===== config.mk =====
export PLATFORM = sky130hd
export DESIGN_NAME = hne_ctrl
export DESIGN_NICKNAME = d
export VERILOG_FILES = /design/src/hdl/hne_pkg.sv /design/src/hdl/hne_ctrl.sv
export SDC_FILE = /design/constraint.sdc
export NUM_CORES = 1
export LEC_CHECK = 0
export ABC_AREA = 1
export BUFFER_PORTS_ARGS = -buffer_cell sky130_fd_sc_hd__buf_2
export CORE_ASPECT_RATIO = 1.1
export CORE_MARGIN = 10
export CORE_UTILIZATION = 50
export DETAILED_ROUTE_END_ITERATION = 7
export PLACE_DENSITY = 0.75
export SLEW_MARGIN = 20
export SYNTH_ARGS = -nofsm -noshare
export SYNTH_HDL_FRONTEND = slang
export SYNTH_SLANG_ARGS = --single-unit

===== constraint.sdc =====
create_clock -name clock -period 7.3 [get_ports clock]
set_input_delay 0.73 -clock clock [delete_from_list [all_inputs] [get_ports clock]]
set_output_delay 0.73 -clock clock [all_outputs]
set_load 0.05 [all_outputs]

===== src/hdl/hne_pkg.sv =====
package hne_pkg;

   localparam int MAX_WIDTH = 1024;
   localparam int IDX_W = $clog2(MAX_WIDTH);
   localparam int CW = 11;
   localparam int RW = 16;
   localparam int CSR_IDX_W = 1;
   localparam int CSR_DATA_W = 16;
   localparam int DIV_STEPS = 49;
   localparam int SQRT_STEPS = 25;
   localparam int STEP_W = 6;

   localparam logic [CSR_IDX_W-1:0] CSR_IMAGE_WIDTH = 1'b0;
   localparam logic [CSR_IDX_W-1:0] CSR_IMAGE_HEIGHT = 1'b1;

   typedef struct packed {
      logic       func;
      logic [7:0] height_sample;
   } req_type;

   typedef struct packed {
      logic [7:0] normal_x_code;
      logic [7:0] normal_y_code;
      logic [7:0] normal_z_code;
      logic [7:0] alpha_height;
      logic       frame_last;
   } rsp_type;

   typedef struct packed {
      logic             load;
      logic             push;
      logic [IDX_W-1:0] x;
      logic [IDX_W-1:0] xr;
      logic [IDX_W-1:0] xl;
      logic             sel;
      logic [7:0]       sample;
      logic             dy_en;
      logic             last;
      logic             rd_first;
      logic             wr;
      logic             fetch;
      logic             norm;
      logic             div_step;
      logic             div_first;
      logic             sqrt_step;
      logic             sqrt_first;
      logic             enc;
      logic             pack;
   } cmd_type;

endpackage


===== src/hdl/hne_ctrl.sv =====
module hne_ctrl (
   input  logic                                clock,
   input  logic                                reset,
   input  logic                                req_valid,
   input  hne_pkg::req_type                    req_data,
   output logic                                req_stall,
   output logic                                rsp_valid,
   input  logic                                rsp_stall,
   input  logic                                csr_wr_en,
   input  logic [hne_pkg::CSR_IDX_W-1:0]       csr_index,
   input  logic [hne_pkg::CSR_DATA_W-1:0]      csr_wdata,
   output hne_pkg::cmd_type                    cmd
);
   import hne_pkg::*;

   typedef enum logic [7:0] {
      ST_IDLE  = 8'b00000001,
      ST_READ  = 8'b00000010,
      ST_FETCH = 8'b00000100,
      ST_NORM  = 8'b00001000,
      ST_DIV   = 8'b00010000,
      ST_SQRT  = 8'b00100000,
      ST_ENC   = 8'b01000000,
      ST_PACK  = 8'b10000000
   } state_type;

   state_type         state_ff, state_in;
   logic [STEP_W-1:0] step_ff, step_in;
   logic              emit_ff, emit_in;
   logic              rsp_valid_ff, rsp_valid_in;
   logic [CW-1:0]     width_ff, width_in;
   logic [RW-1:0]     height_ff, height_in;
   logic [CW-1:0]     col_ff, col_in;
   logic [CW-1:0]     drn_ff, drn_in;
   logic [RW-1:0]     row_ff, row_in;
   logic              pend_ff, pend_in;
   logic              sel_ff, sel_in;

   logic [CW-1:0] eff_w, w_m1, col_c, drn_d, pos, pos_nx, pos_r, pos_l;
   logic [RW-1:0] eff_h, row_nx;
   logic          is_drain, accept, do_work, pos_end;

   always_comb begin
      if (width_ff == '0) begin
         eff_w = CW'(1);
      end else if (width_ff > CW'(MAX_WIDTH)) begin
         eff_w = CW'(MAX_WIDTH);
      end else begin
         eff_w = width_ff;
      end
      w_m1 = eff_w - CW'(1);
      eff_h = (height_ff == '0) ? RW'(1) : height_ff;
      col_c = (col_ff >= eff_w) ? w_m1 : col_ff;
      drn_d = (drn_ff >= eff_w) ? w_m1 : drn_ff;
      is_drain = req_data.func;
      pos = is_drain ? drn_d : col_c;
      pos_nx = pos + CW'(1);
      pos_end = (pos_nx >= eff_w);
      pos_r = pos_end ? '0 : pos_nx;
      pos_l = (pos == '0) ? w_m1 : pos - CW'(1);
      row_nx = row_ff + RW'(1);
      accept = req_valid && (state_ff == ST_IDLE);
      // Pushes count only outside the drain phase, drains only inside it.
      do_work = accept && (is_drain == pend_ff);
   end

   assign req_stall = (state_ff != ST_IDLE);
   assign rsp_valid = rsp_valid_ff;

   always_comb begin
      cmd = '0;
      cmd.load = do_work;
      cmd.push = !is_drain;
      cmd.x = pos[IDX_W-1:0];
      cmd.xr = pos_r[IDX_W-1:0];
      cmd.xl = pos_l[IDX_W-1:0];
      cmd.sel = sel_ff;
      cmd.sample = req_data.height_sample;
      cmd.dy_en = !is_drain && (row_ff > RW'(1)) && (row_ff < eff_h);
      cmd.last = is_drain && pos_end;
      cmd.rd_first = (state_ff == ST_READ);
      cmd.wr = (state_ff == ST_READ);
      cmd.fetch = (state_ff == ST_FETCH);
      cmd.norm = (state_ff == ST_NORM);
      cmd.div_step = (state_ff == ST_DIV);
      cmd.div_first = (state_ff == ST_DIV) && (step_ff == STEP_W'(DIV_STEPS - 1));
      cmd.sqrt_step = (state_ff == ST_SQRT);
      cmd.sqrt_first = (state_ff == ST_SQRT) && (step_ff == STEP_W'(SQRT_STEPS - 1));
      cmd.enc = (state_ff == ST_ENC);
      cmd.pack = (state_ff == ST_PACK) && !(rsp_valid_ff && rsp_stall);
   end

   always_comb begin
      state_in = state_ff;
      step_in = step_ff;
      emit_in = emit_ff;
      unique case (state_ff)
         ST_IDLE: begin
            if (do_work) begin
               state_in = ST_READ;
               emit_in = is_drain || (row_ff != '0);
            end
         end
         ST_READ: begin
            state_in = emit_ff ? ST_FETCH : ST_IDLE;
         end
         ST_FETCH: begin
            state_in = ST_NORM;
         end
         ST_NORM: begin
            state_in = ST_DIV;
            step_in = STEP_W'(DIV_STEPS - 1);
         end
         ST_DIV: begin
            if (step_ff == '0) begin
               state_in = ST_SQRT;
               step_in = STEP_W'(SQRT_STEPS - 1);
            end else begin
               step_in = step_ff - STEP_W'(1);
            end
         end
         ST_SQRT: begin
            if (step_ff == '0) begin
               state_in = ST_ENC;
            end else begin
               step_in = step_ff - STEP_W'(1);
            end
         end
         ST_ENC: begin
            state_in = ST_PACK;
         end
         ST_PACK: begin
            if (cmd.pack) begin
               state_in = ST_IDLE;
            end
         end
         default: begin
            state_in = ST_IDLE;
         end
      endcase
   end

   always_comb begin
      rsp_valid_in = rsp_valid_ff && rsp_stall;
      if (cmd.pack) begin
         rsp_valid_in = 1'b1;
      end
   end

   always_comb begin
      width_in = width_ff;
      height_in = height_ff;
      col_in = col_ff;
      drn_in = drn_ff;
      row_in = row_ff;
      pend_in = pend_ff;
      sel_in = sel_ff;
      if (csr_wr_en) begin
         unique case (csr_index)
            CSR_IMAGE_WIDTH:  width_in = csr_wdata[CW-1:0];
            CSR_IMAGE_HEIGHT: height_in = csr_wdata[RW-1:0];
            default: ;
         endcase
      end
      if (do_work) begin
         if (is_drain) begin
            if (pos_end) begin
               pend_in = 1'b0;
               drn_in = '0;
               row_in = '0;
               col_in = '0;
            end else begin
               drn_in = pos_nx;
            end
         end else if (pos_end) begin
            // End of row: the row just written becomes the recent one.
            col_in = '0;
            sel_in = !sel_ff;
            if ((row_nx >= eff_h) || (row_nx == '0)) begin
               row_in = '0;
               pend_in = 1'b1;
               drn_in = '0;
            end else begin
               row_in = row_nx;
            end
         end else begin
            col_in = pos_nx;
         end
      end
   end

   always_ff @(posedge clock) begin
      if (reset) begin
         state_ff <= ST_IDLE;
         step_ff <= '0;
         emit_ff <= 1'b0;
         rsp_valid_ff <= 1'b0;
         width_ff <= CW'(1024);
         height_ff <= RW'(1024);
         col_ff <= '0;
         drn_ff <= '0;
         row_ff <= '0;
         pend_ff <= 1'b0;
         sel_ff <= 1'b0;
      end else begin
         state_ff <= state_in;
         step_ff <= step_in;
         emit_ff <= emit_in;
         rsp_valid_ff <= rsp_valid_in;
         width_ff <= width_in;
         height_ff <= height_in;
         col_ff <= col_in;
         drn_ff <= drn_in;
         row_ff <= row_in;
         pend_ff <= pend_in;
         sel_ff <= sel_in;
      end
   end

endmodule


==> metrics.md, run 1 <==
| Metric | Value |
|---|---|
| Status | finished clean |
| Largest net degree at the start of global routing | 38 |
| Synth unique cells | 51 |
| Crit path DAT | 5.87 ns |
| Core Area | 13300 um2 |
| Reg2reg path depth | 32 |
| Ant diodes | 0 |
| Die Area | 18700 um2 |
| CTS max path bufs | 2 |
| CTS H-tree lvls | 3 |
| RSZ-0062 raised after global routing | no |
| Hold Crit Class | flip-flop to flip-flop |
| Pwr dens | 326 nW/um2 |
| Max cap viols | 0 |
| Synth warnings | 0 |
| Detailed-route via count | 6805 |
| Vias in the first global route | 6306 |
| First-pass GRT wire length | 31300 um |
| Final period util | 0.904 |
| Root buffer cell | clkbuf_16 |
| Final setup violation count | 0 |
| Final core utilization | 0.563 |
| Pre-CTS WS | 0.904 ns |
| Maximum net fanout on the critical path | 17 |
| DIE WIDTH | 131 um |
| Filler cells | 1313 |
| CP Capture Type | output pin |
| TritonCTS Sinks | 83 |
| Syn Area/Cell | 6.60 um2 |
| Initial antenna violation count | 0 |
| Most common cell after layout, fill and taps aside | nand2_1 |
| CP max stage cell | ha_1 |
| Gate Count Post-Synth | 1033 |
| CTS buffer count | 9 |
| DRC Markers | 0 |
| IO Port Bufs | 69 |
| Final std cells w/o fill | 1263 |
| Gr ovfl total | 0 |
| Layout cells sized above 1 | 0.125 |
| Period minus WS final | 6.60 ns |
| IR Drop Worst-Case VDD | 136 uV |
| Area of the multi-input gates | 4430 um2 |
| Setup CP Type | flip-flop to output pin |
| #FFs+latches synth | 83 |
| CTS tree | done |
| Hold-fix buffers at CTS | 0 |
| Effective utilization at floorplan | 0.514 |
| GRT Util Overall | 0.200 |
| Synthesized Nets | 1137 |
| Sequential cell area | 1660 um2 |
| Final WL | 18900 um |
| Clk Latency, worst-skew pair | 0.35 ns |
| Routed len/inst | 15.0 um |
| DRT Pass-1 Iters | 7 |
| Slew HR | 0.302 |
| FF-to-FF setup slack | 0.91 ns |
| DR iter-0 viols | 593 |
| Setup TNS | 0 ns |
| HPWL Detailed | 15200 um |
| Synth-to-Final Area Change | 9.62% |
| Clock Skews | 0.00927 ns |
| CP startpoint | width_ff[3]$_SDFFE_PP0P_ |
| WP data required | 6.57 ns |
| Post-Syn Area | 6820 um2 |
| Final Max Slew Viols | 0 |
| Cell count after placement | 1247 |
| Final hold vios | 0 |
| Leakage | 3.67 nW |
| Worst-Margin Slew | 1.04 ns |
| Nets | 1178 |
| Std cell rows | 44 |
| Worst Slack Setup Final | 0.700 ns |
| Fmax | 0.152 GHz |
| Post-synthesis sequential area ratio | 0.244 |
| Overall power | 0.00244 W |
| Peak per-stage delay on the critical path | 0.39 ns |
| RR Startpoint | width_ff[3]$_SDFFE_PP0P_ |
| DIE HEIGHT | 142 um |
| Worst setup endpoint | cmd[34] |
| FF-to-FF End | row_ff[7]$_SDFFE_PP0P_ |
| Register clock-pin slew on the reported worst setup and hold paths | 0.07 ns |
| Commonest cells after routing, fill and taps aside | nand2_1 (216), inv_1 (130), nor2_1 (123) |
| Post-route ant nets | 0 |
| Routability cong. | 1.01 |
| I/O Pins | 86 |
| Critical Path Source Type | flip-flop |
| Crit-path most repeated cell | nand2_1 |
| Via/cell ratio | 5.39 |
## per-layer routing
layer | track usage | wire, um | part of all wire
met3 | 0.0445 | 1090 | 0.057
met5 | 0 | 0 | 0
met2 | 0.339 | 8880 | 0.47
met1 | 0.245 | 8390 | 0.44
met4 | 0.0744 | 567 | 0.030
## critical path, delay by kind of cell (launching register included)
family | cells | cell delay [ns]
compound gates | 6 | 1.08
fa+ha+maj | 3 | 0.92
buf+inv | 5 | 0.72
flops | 1 | 0.37
simple gates | 16 | 2.41
## timing repair
action / CTS / global route
setup endpoints to repair: 0 / 1
setup buffers: 0 / 0
resized for setup: 0 / 1
## state kept, by name (all words and copies together), names as in the netlist
| register | cells |
|---|---|
| state_ff | 8 |
| row_ff | 16 |
| height_ff | 16 |
| step_ff | 6 |
| col_ff | 11 |
| width_ff | 11 |
| sel_ff | 1 |
| pend_ff | 1 |
| rsp_valid | 1 |
| emit_ff | 1 |
| drn_ff | 11 |
## final cells by class
class                      instances  share of cell area
clock buffer                       9              0.0301
multi-input combinational        775               0.593
sequential                        83               0.222
inverter                         135              0.0678
clock inverter                     7             0.00871
tap                              184              0.0308
timing repair buffer              70              0.0472
## how the worst min path moves through the flow
stage / slack (ns) / end / depth (start not counted) / from
floorplan: 0.43 / step_ff[0]$_SDFFE_PP0P_ / 1 / step_ff[0]$_SDFFE_PP0P_
global placement: 0.44 / step_ff[0]$_SDFFE_PP0P_ / 1 / step_ff[0]$_SDFFE_PP0P_
detailed placement: 0.45 / step_ff[0]$_SDFFE_PP0P_ / 1 / step_ff[0]$_SDFFE_PP0P_
CTS: 0.46 / step_ff[0]$_SDFFE_PP0P_ / 1 / step_ff[0]$_SDFFE_PP0P_
global route: 0.50 / step_ff[0]$_SDFFE_PP0P_ / 1 / step_ff[0]$_SDFFE_PP0P_
finish: 0.45 / step_ff[0]$_SDFFE_PP0P_ / 1 / step_ff[0]$_SDFFE_PP0P_
## cell usage after synthesis, drive strengths merged
library cell | count | share of area
nand2 | 232 | 0.13
inv | 133 | 0.073
nor2 | 130 | 0.076
a21oi | 84 | 0.062
dfxtp | 83 | 0.24
ha | 73 | 0.13
nand3 | 71 | 0.057
o21ai | 53 | 0.044
nand4 | 26 | 0.026
buf | 23 | 0.024
xor2 | 21 | 0.027
clkbuf | 17 | 0.0094
a211oi | 16 | 0.018
nor4 | 16 | 0.015
nor3 | 14 | 0.012
and2 | 5 | 0.0046
o211ai | 5 | 0.0055
nor3b | 3 | 0.0033
or2 | 3 | 0.0028
xnor2 | 3 | 0.0039
a31oi | 2 | 0.0018
and3 | 2 | 0.0018
clkinv | 2 | 0.0011
nand3b | 2 | 0.0022
o2111ai | 2 | 0.0026
o41ai | 2 | 0.0026
a2111oi | 1 | 0.0013
a211o | 1 | 0.0013
a221oi | 1 | 0.0013
a22oi | 1 | 0.0011
a41o | 1 | 0.0015
o21bai | 1 | 0.0028
o22ai | 1 | 0.00092
o311ai | 1 | 0.0013
o31ai | 1 | 0.0011
or3 | 1 | 0.00092
## metrics by stage
step                hold WS (ns)  instance area [um2]
floorplan                  0.426                 6820
global route               0.499                 7470
global placement           0.443                 7170
finish                     0.455                 7470
CTS                        0.459                 7460
detailed placement         0.447                 7170
## report_power, final
group          internal [W]  switching [W]  total [W]  leakage [nW]
Sequential         0.000497      0.0000528   0.000550         0.676
Clock              0.000240       0.000208   0.000448         0.141
Combinational      0.000385        0.00105    0.00144          2.85
Total               0.00112        0.00131    0.00244          3.67
## cells by family after synthesis
logic type | Yosys count | share of synthesized area
simple gates | 505 | 0.335
buf+inv | 175 | 0.108
compound gates | 173 | 0.149
flops | 83 | 0.244
fa+ha+maj | 73 | 0.134
xor+xnor | 24 | 0.0308
(Power assumes the default switching activity.)
==> run 2, diff against run 1 <==
--- a/config.mk
+++ b/config.mk
@@ -5,7 +5,6 @@
 export SDC_FILE = /design/constraint.sdc
 export NUM_CORES = 1
 export LEC_CHECK = 0
-export ABC_AREA = 1
 export BUFFER_PORTS_ARGS = -buffer_cell sky130_fd_sc_hd__buf_2
 export CORE_ASPECT_RATIO = 1.1
 export CORE_MARGIN = 10
==> run 2 against run 1 <==
Against the previous run: power down 35%; via count fell by 4.0%; sequential power fell by 13%; critical path type unchanged.
==> metrics.md, run 2 <==
| Metric | Value |
|---|---|
| Status | finished clean |
| Clock Skews | 0.00993 ns |
| Nets | 1015 |
| Synth warnings | 0 |
| CTS buffer count | 9 |
| Period minus WS final | 7.01 ns |
| Final setup violation count | 0 |
| RR Startpoint | width_ff[6]$_SDFFE_PP0P_ |
| CTS H-tree lvls | 3 |
| Gate Count Post-Synth | 863 |
| Routed len/inst | 18.2 um |
| Most area-hungry cell type in the Yosys netlist | dfxtp_1 |
| Root buffer cell | clkbuf_16 |
| Std cell rows | 44 |
| Filler cells | 1258 |
| Final WL | 19600 um |
| Clk Latency, worst-skew pair | 0.35 ns |
| Largest net degree at the start of global routing | 58 |
| Final Max Slew Viols | 0 |
| Maximum net fanout on the critical path | 20 |
| Mux cell area share after synthesis | 0.0139 |
| Leakage | 3.25 nW |
| Effective utilization at floorplan | 0.512 |
| IR Drop Worst-Case VDD | 127 uV |
| Most common cell after layout, fill and taps aside | nand2_1 |
| Min-delay src | height_ff[14]$_SDFFE_PP0P_ |
| IO Port Bufs | 69 |
| Main combinational cell family by area after synthesis | simple AND/OR/NAND/NOR gates |
| Setup TNS | 0 ns |
| Hold Path End | height_ff[14]$_SDFFE_PP0P_ |
| HPWL Detailed | 15200 um |
| Via/cell ratio | 6.07 |
| Area share of xor/xnor cells in the synthesized design | 0.0609 |
| Compound-Gate Fraction of Synth Area | 0.215 |
| Synthesized Nets | 967 |
| Layout cells sized above 1 | 0.167 |
| CTS max path bufs | 2 |
| Register clock-pin slew on the reported worst setup and hold paths | 0.06 ns |
| WP data required | 6.57 ns |
| Synth unique cells | 81 |
| Final period util | 0.961 |
| TritonCTS Sinks | 83 |
| Ant diodes | 0 |
| DRT Pass-1 Iters | 5 |
| DIE WIDTH | 131 um |
| Fmax | 0.143 GHz |
| Predominant post-synthesis flop cell | dfxtp_1 |
| Synth top area share | 0.246 |
| First-pass GRT wire length | 31500 um |
| Post-synth top cells | nand2_1 (105), dfxtp_1 (83), ha_1 (73), nor2_1 (73), a21oi_1 (68) |
| Synth-to-Final Area Change | 12.5% |
| Pwr dens | 207 nW/um2 |
| Critical Path Source Type | flip-flop |
| Final hold vios | 0 |
| Area of the multi-input gates | 4800 um2 |
| WHS Path Cells | 2 |
| Die Area | 18600 um2 |
| GRT Util Overall | 0.209 |
| DIE HEIGHT | 142 um |
| Crit path DAT | 6.28 ns |
| DRC Markers | 0 |
| Commonest cells after routing, fill and taps aside | nand2_1 (105), dfxtp_1 (83), nor2_1 (71), ha_1 (71), a21oi_1 (68) |
| Post-synthesis adder-cell area fraction | 0.135 |
| Initial antenna violation count | 0 |
| Simple-gate share of the synthesized area | 0.269 |
| Ys async rst share | 0 |
| Post-Syn Area | 6760 um2 |
| Setup CP Type | flip-flop to output pin |
| I/O Pins | 86 |
| Post-route ant nets | 0 |
| Pre-CTS WS | 0.201 ns |
| Routability cong. | 0.979 |
| Worst Slack Setup Final | 0.286 ns |
| Biggest regs | height_ff: 16 flops, row_ff: 16 flops |
| Gr ovfl total | 0 |
| Detailed-route via count | 6534 |
| Slew HR | 0.337 |
| Worst-Margin Slew | 0.995 ns |
| Most common cell in the netlist | nand2_1 |
| Post-synthesis sequential area ratio | 0.246 |
| FF-to-FF End | col_ff[10]$_SDFFE_PP0P_ |
| Reg2reg path depth | 22 |
| Ranking of synthesized cells by area | dfxtp_1 (25%), ha_1 (14%), nand2_1 (5.8%), a21oi_1 (5.0%), nor2_1 (4.1%) |
| DR iter-0 viols | 476 |
| FF-to-FF setup slack | 0.91 ns |
| CTS tree | done |
| Sequential cell area | 1660 um2 |
| Core Area | 13200 um2 |
| #FFs+latches synth | 83 |
| Syn Area/Cell | 7.83 um2 |
| Post-synth EDFFs | 0 |
| Max cap viols | 0 |
| Hold Crit Class | flip-flop to flip-flop |
| CP Capture Type | output pin |
| Vias in the first global route | 6072 |
[run 2: cell types whose count changed after synthesis, moves of 12 or more]
| cell | previous run | this run |
|---|---|---|
| a21oi_1 | 83 | 68 |
| a22o_1 | 0 | 12 |
| inv_1 | 130 | 45 |
| nand2b_1 | 0 | 13 |
| nor3_1 | 12 | 31 |
| xnor2_1 | 3 | 28 |
| a21o_1 | 0 | 12 |
| nand2_1 | 216 | 105 |
| nand2_2 | 15 | 0 |
| nor2_1 | 123 | 73 |
| nand3_1 | 65 | 25 |
| nand4_1 | 24 | 9 |
[run 2: power breakdown]
part	switching, W	internal, W	total [W]	leakage (nW)
Clock	0.000200	0.000278	0.000478	0.143
Sequential	0.0000149	0.000466	0.000481	0.673
Combinational	0.000434	0.000184	0.000618	2.44
Total	0.000649	0.000928	0.00158	3.25
[run 2: routing by layer]
metal,wire length [um],global-route usage
met1,8670,0.265
met2,9280,0.338
met3,920,0.0384
met4,709,0.0926
met5,0,0
[run 2: worst max path at each step]
| stage | depth (start not counted) | start | slack [ns] | end |
|---|---|---|---|---|
| after detailed placement | 24 | width_ff[6]$_SDFFE_PP0P_ | 0.20 | cmd[32] |
| final | 24 | width_ff[6]$_SDFFE_PP0P_ | 0.29 | cmd[32] |
| after global routing | 24 | width_ff[6]$_SDFFE_PP0P_ | -0.009 | cmd[32] |
| after CTS | 24 | width_ff[6]$_SDFFE_PP0P_ | 0.005 | cmd[32] |
| after floorplan | 25 | width_ff[5]$_SDFFE_PP0P_ | -0.07 | cmd[34] |
| after global placement | 24 | width_ff[6]$_SDFFE_PP0P_ | 0.35 | cmd[32] |
[run 2: worst max-delay path: stages, from the launching register on]
cell and delay (ns):
dfxtp_1 0.35, or4_4 0.55, nor4_1 0.28, o21ai_1 0.15, inv_1 0.19, ha_1 0.25
nand2b_1 0.15, a31oi_2 0.25, o211a_4 0.25, nor2_1 0.12, a211oi_2 0.33, nor2_2 0.13
inv_1 0.10, ha_2 0.23, o2111ai_4 0.17, o21a_1 0.26, nor2_2 0.17, ha_1 0.28
a2111oi_2 0.37, a211oi_1 0.13, a221o_1 0.32, a31o_4 0.30, or2_2 0.33, inv_1 0.06
clkbuf_4 0.22
[run 2: cell families (layout without fill, tap and decap cells)]
family,after synthesis,after routing
buffers and inverters,92,145
flip-flops,83,83
AND/OR/NAND/NOR,352,352
XOR/XNOR,47,47
adder cells (fa/ha/maj),73,73
multiplexers,9,9
AO/OA/AOI/OAI,207,207
[run 2: area by class of cell]
cell class / count / area share
Clock buffer: 10 / 0.0314
Clock inverter: 6 / 0.00954
Inverter: 46 / 0.0230
Multi-Input combinational cell: 688 / 0.631
Sequential cell: 83 / 0.218
Tap cell: 161 / 0.0265
Timing Repair Buffer: 83 / 0.0599
[run 2: timing repair]
action	in CTS	in global routing
resized for setup	3	19
pin swaps	0	3
gates cloned	0	0
hold buffers	0	0
setup buffers	1	0
setup endpoints to repair	4	11
hold endpoints to repair	0	0
[run 2: per-stage QoR]
stage          area, um2  utilization  total power (W)  cells  hold WS (ns)
2_1_floorplan       6770            -         0.000957    863         0.436
3_3_place_gp        7170        0.543          0.00108   1060         0.457
3_5_place_dp        7170        0.543          0.00109   1060         0.463
4_1_cts             7510        0.569          0.00157   1077         0.471
5_1_grt             7600        0.576          0.00165   1077         0.509
6_report            7600        0.576          0.00158   1077         0.473
==> run 3, diff against run 2 <==
--- a/config.mk
+++ b/config.mk
@@ -5,10 +5,12 @@
 export SDC_FILE = /design/constraint.sdc
 export NUM_CORES = 1
 export LEC_CHECK = 0
+export ABC_AREA = 1
 export BUFFER_PORTS_ARGS = -buffer_cell sky130_fd_sc_hd__buf_2
 export CORE_ASPECT_RATIO = 1.1
 export CORE_MARGIN = 10
 export CORE_UTILIZATION = 50
+export CTS_BUF_LIST = sky130_fd_sc_hd__clkbuf_4
 export DETAILED_ROUTE_END_ITERATION = 7
 export PLACE_DENSITY = 0.75
 export SLEW_MARGIN = 20
==> run 3 against run 2 <==
Against the previous run: non-clock buffer count decreased by 13; power increased by 43%; hold slack got worse by 0.0050 ns; flip-flop and latch count unchanged; sequential power increased by 14%; clock power decreased by 45%; combinational power increased by 130%; fmax increased by 4.6%; worst setup slack improved by 0.31 ns; first-iteration DRC count increased by 34%; register-to-register slack got worse by 0.02 ns; core utilization decreased by 2.4 points.
==> metrics.md, run 3 (same netlist as run 1, synthesis figures left out) <==
| Metric | Value |
|---|---|
| Std cell rows | 44 |
| Switching power | 0.00129 W |
| Die Area | 18700 um2 |
| DRC Markers | 0 |
| Final Max Slew Viols | 0 |
| Biggest regs | height_ff: 16 flops, row_ff: 16 flops |
| Worst Slack Setup Final | 0.596 ns |
| Detailed-route via count | 6810 |
| Initial antenna violation count | 0 |
| Final setup violation count | 0 |
| Max cap viols | 0 |
| Reg2reg path depth | 31 |
| CTS H-tree lvls | 3 |
| Ant diodes | 0 |
| Final WL | 18900 um |
| Nets | 1178 |
| WHS Path Cells | 1 |
| Setup CP Type | flip-flop to output pin |
| Final hold vios | 0 |
| DIE HEIGHT | 142 um |
| Filler cells | 1332 |
| Leakage | 3.60 nW |
| DRT Pass-1 Iters | 5 |
| WP data required | 6.57 ns |
| Core Area | 13300 um2 |
| Status | finished clean |
| Pre-CTS WS | 0.904 ns |
| Pwr dens | 308 nW/um2 |
| CP max stage cell | dfxtp_1 |
| Seq pwr share | 0.244 |
| Clock Skews | 0.0270 ns |
| Peak per-stage delay on the critical path | 0.42 ns |
| Final period util | 0.918 |
| Critical Path Source Type | flip-flop |
| IO Port Bufs | 69 |
| Routability cong. | 1.01 |
| Setup TNS | 0 ns |
| CTS buffer count | 9 |
| HPWL Detailed | 15200 um |
| Clk network pwr share | 0.118 |
| Period minus WS final | 6.70 ns |
| RSZ-0062 raised after global routing | no |
| Via/cell ratio | 5.39 |
| Share of power burned in combinational logic | 0.639 |
| Gr ovfl total | 0 |
| CP Capture Type | output pin |
| Switching Fraction | 0.573 |
| Maximum net fanout on the critical path | 17 |
| Effective utilization at floorplan | 0.514 |
| I/O Pins | 86 |
| DR iter-0 viols | 640 |
| Largest net degree at the start of global routing | 38 |
| Slew HR | 0.297 |
| Post-route ant nets | 0 |
| Most common cell after layout, fill and taps aside | nand2_1 |
| Routed len/inst | 14.9 um |
| IR Drop Worst-Case VDD | 108 uV |
| Worst-Margin Slew | 1.05 ns |
| DIE WIDTH | 131 um |
| First-pass GRT wire length | 31100 um |
| Post-CTS setup buffer count | 0 |
| TritonCTS Sinks | 83 |
| Finished Cell Area | 7320 um2 |
| Pint | 0.000962 W |
| GRT Util Overall | 0.199 |
| CTS tree | done |
| Layout cells sized above 1 | 0.125 |
| Commonest cells after routing, fill and taps aside | nand2_1 (216), inv_1 (130), nor2_1 (123) |
| Area after DPL | 7170 um2 |
| Register clock-pin slew on the reported worst setup and hold paths | 0.16 ns |
| Clk Latency, worst-skew pair | 0.46 ns |
| Hold Crit Class | flip-flop to flip-flop |
| Synth-to-Final Area Change | 7.42% |
| Fmax | 0.149 GHz |
| Root buffer cell | clkbuf_4 |
| Crit-path most repeated cell | nand2_1 |
| Crit path DAT | 5.97 ns |
| Vias in the first global route | 6254 |
| CTS max path bufs | 2 |
==> run 3: changes by cell type in the layout (fill, tap and decap cells not counted), moves of 13 or more <==
cell      before  now
inv_1         45  130
nand2_1      105  216
xnor2_1       27    3
nand2_2        0   15
nor2_1        71  123
nor3_1        29   12
nand3_1       25   65
buf_4         14    1
nand4_1        9   24
a21oi_1       68   83
nand2b_1      13    0
==> run 3: stage by stage <==
stage,utilization,instances,power [W],hold slack (ns)
global route,0.552,1263,0.00243,0.480
CTS,0.551,1263,0.00226,0.470
finish,0.552,1263,0.00226,0.468
global placement,0.541,1247,0.00198,0.443
detailed placement,0.541,1247,0.00199,0.447
floorplan,-,1033,0.00169,0.426
==> run 3: cell type report <==
class                           instances  area, um2  share of cell area
Clock buffer                            9       67.6             0.00923
Clock inverter                          7       65.1             0.00889
Inverter                              135        507              0.0692
Multi-Input combinational cell        775       4440               0.606
Sequential cell                        83       1660               0.227
Tap cell                              184        230              0.0314
Timing Repair Buffer                   70        353              0.0482
==> run 3: path summary, 6_finish.rpt <==
kind                                               start                       to  slack [ns]
worst max-delay path            width_ff[4]$_SDFFE_PP0P_                  cmd[36]        0.60
worst min-delay path             step_ff[0]$_SDFFE_PP0P_  step_ff[0]$_SDFFE_PP0P_        0.47
worst max register to register  width_ff[4]$_SDFFE_PP0P_   row_ff[7]$_SDFFE_PP0P_        0.89
worst min register to register   step_ff[0]$_SDFFE_PP0P_  step_ff[0]$_SDFFE_PP0P_        0.47
==> run 3: worst max-delay path, delay by kind of cell (launching register included) <==
family | cells | cell delay, ns
adders and majority gates | 3 | 0.80
buffers and inverters | 5 | 0.94
and+or+nand+nor | 16 | 2.41
AOI/OAI and AO/OA | 5 | 0.93
DFF | 1 | 0.42
==> run 3: timing repair <==
action | 4_1_cts | 5_1_grt
gates resized for setup | 0 | 2
hold buffers | 0 | 0
setup endpoints to repair | 0 | 19
==> run 3: layer usage <==
layer / vias to the layer above / global-route usage / share of wire / routed length (um)
met3: 33 / 0.0364 / 0.057 / 1080
met2: 204 / 0.337 / 0.47 / 8880
li1: 3497 / - / - / -
met5: - / 0 / 0 / 0
met4: 0 / 0.0803 / 0.029 / 549
met1: 3076 / 0.245 / 0.44 / 8350
==> run 3: power groups by stage <==
stage | registers [W] | clock network, W | logic, W
2_1_floorplan | 0.000539 | 0 | 0.00115
3_3_place_gp | 0.000558 | 0 | 0.00142
3_5_place_dp | 0.000559 | 0 | 0.00143
4_1_cts | 0.000549 | 0.000275 | 0.00144
5_1_grt | 0.000557 | 0.000293 | 0.00158
6_report | 0.000550 | 0.000265 | 0.00144
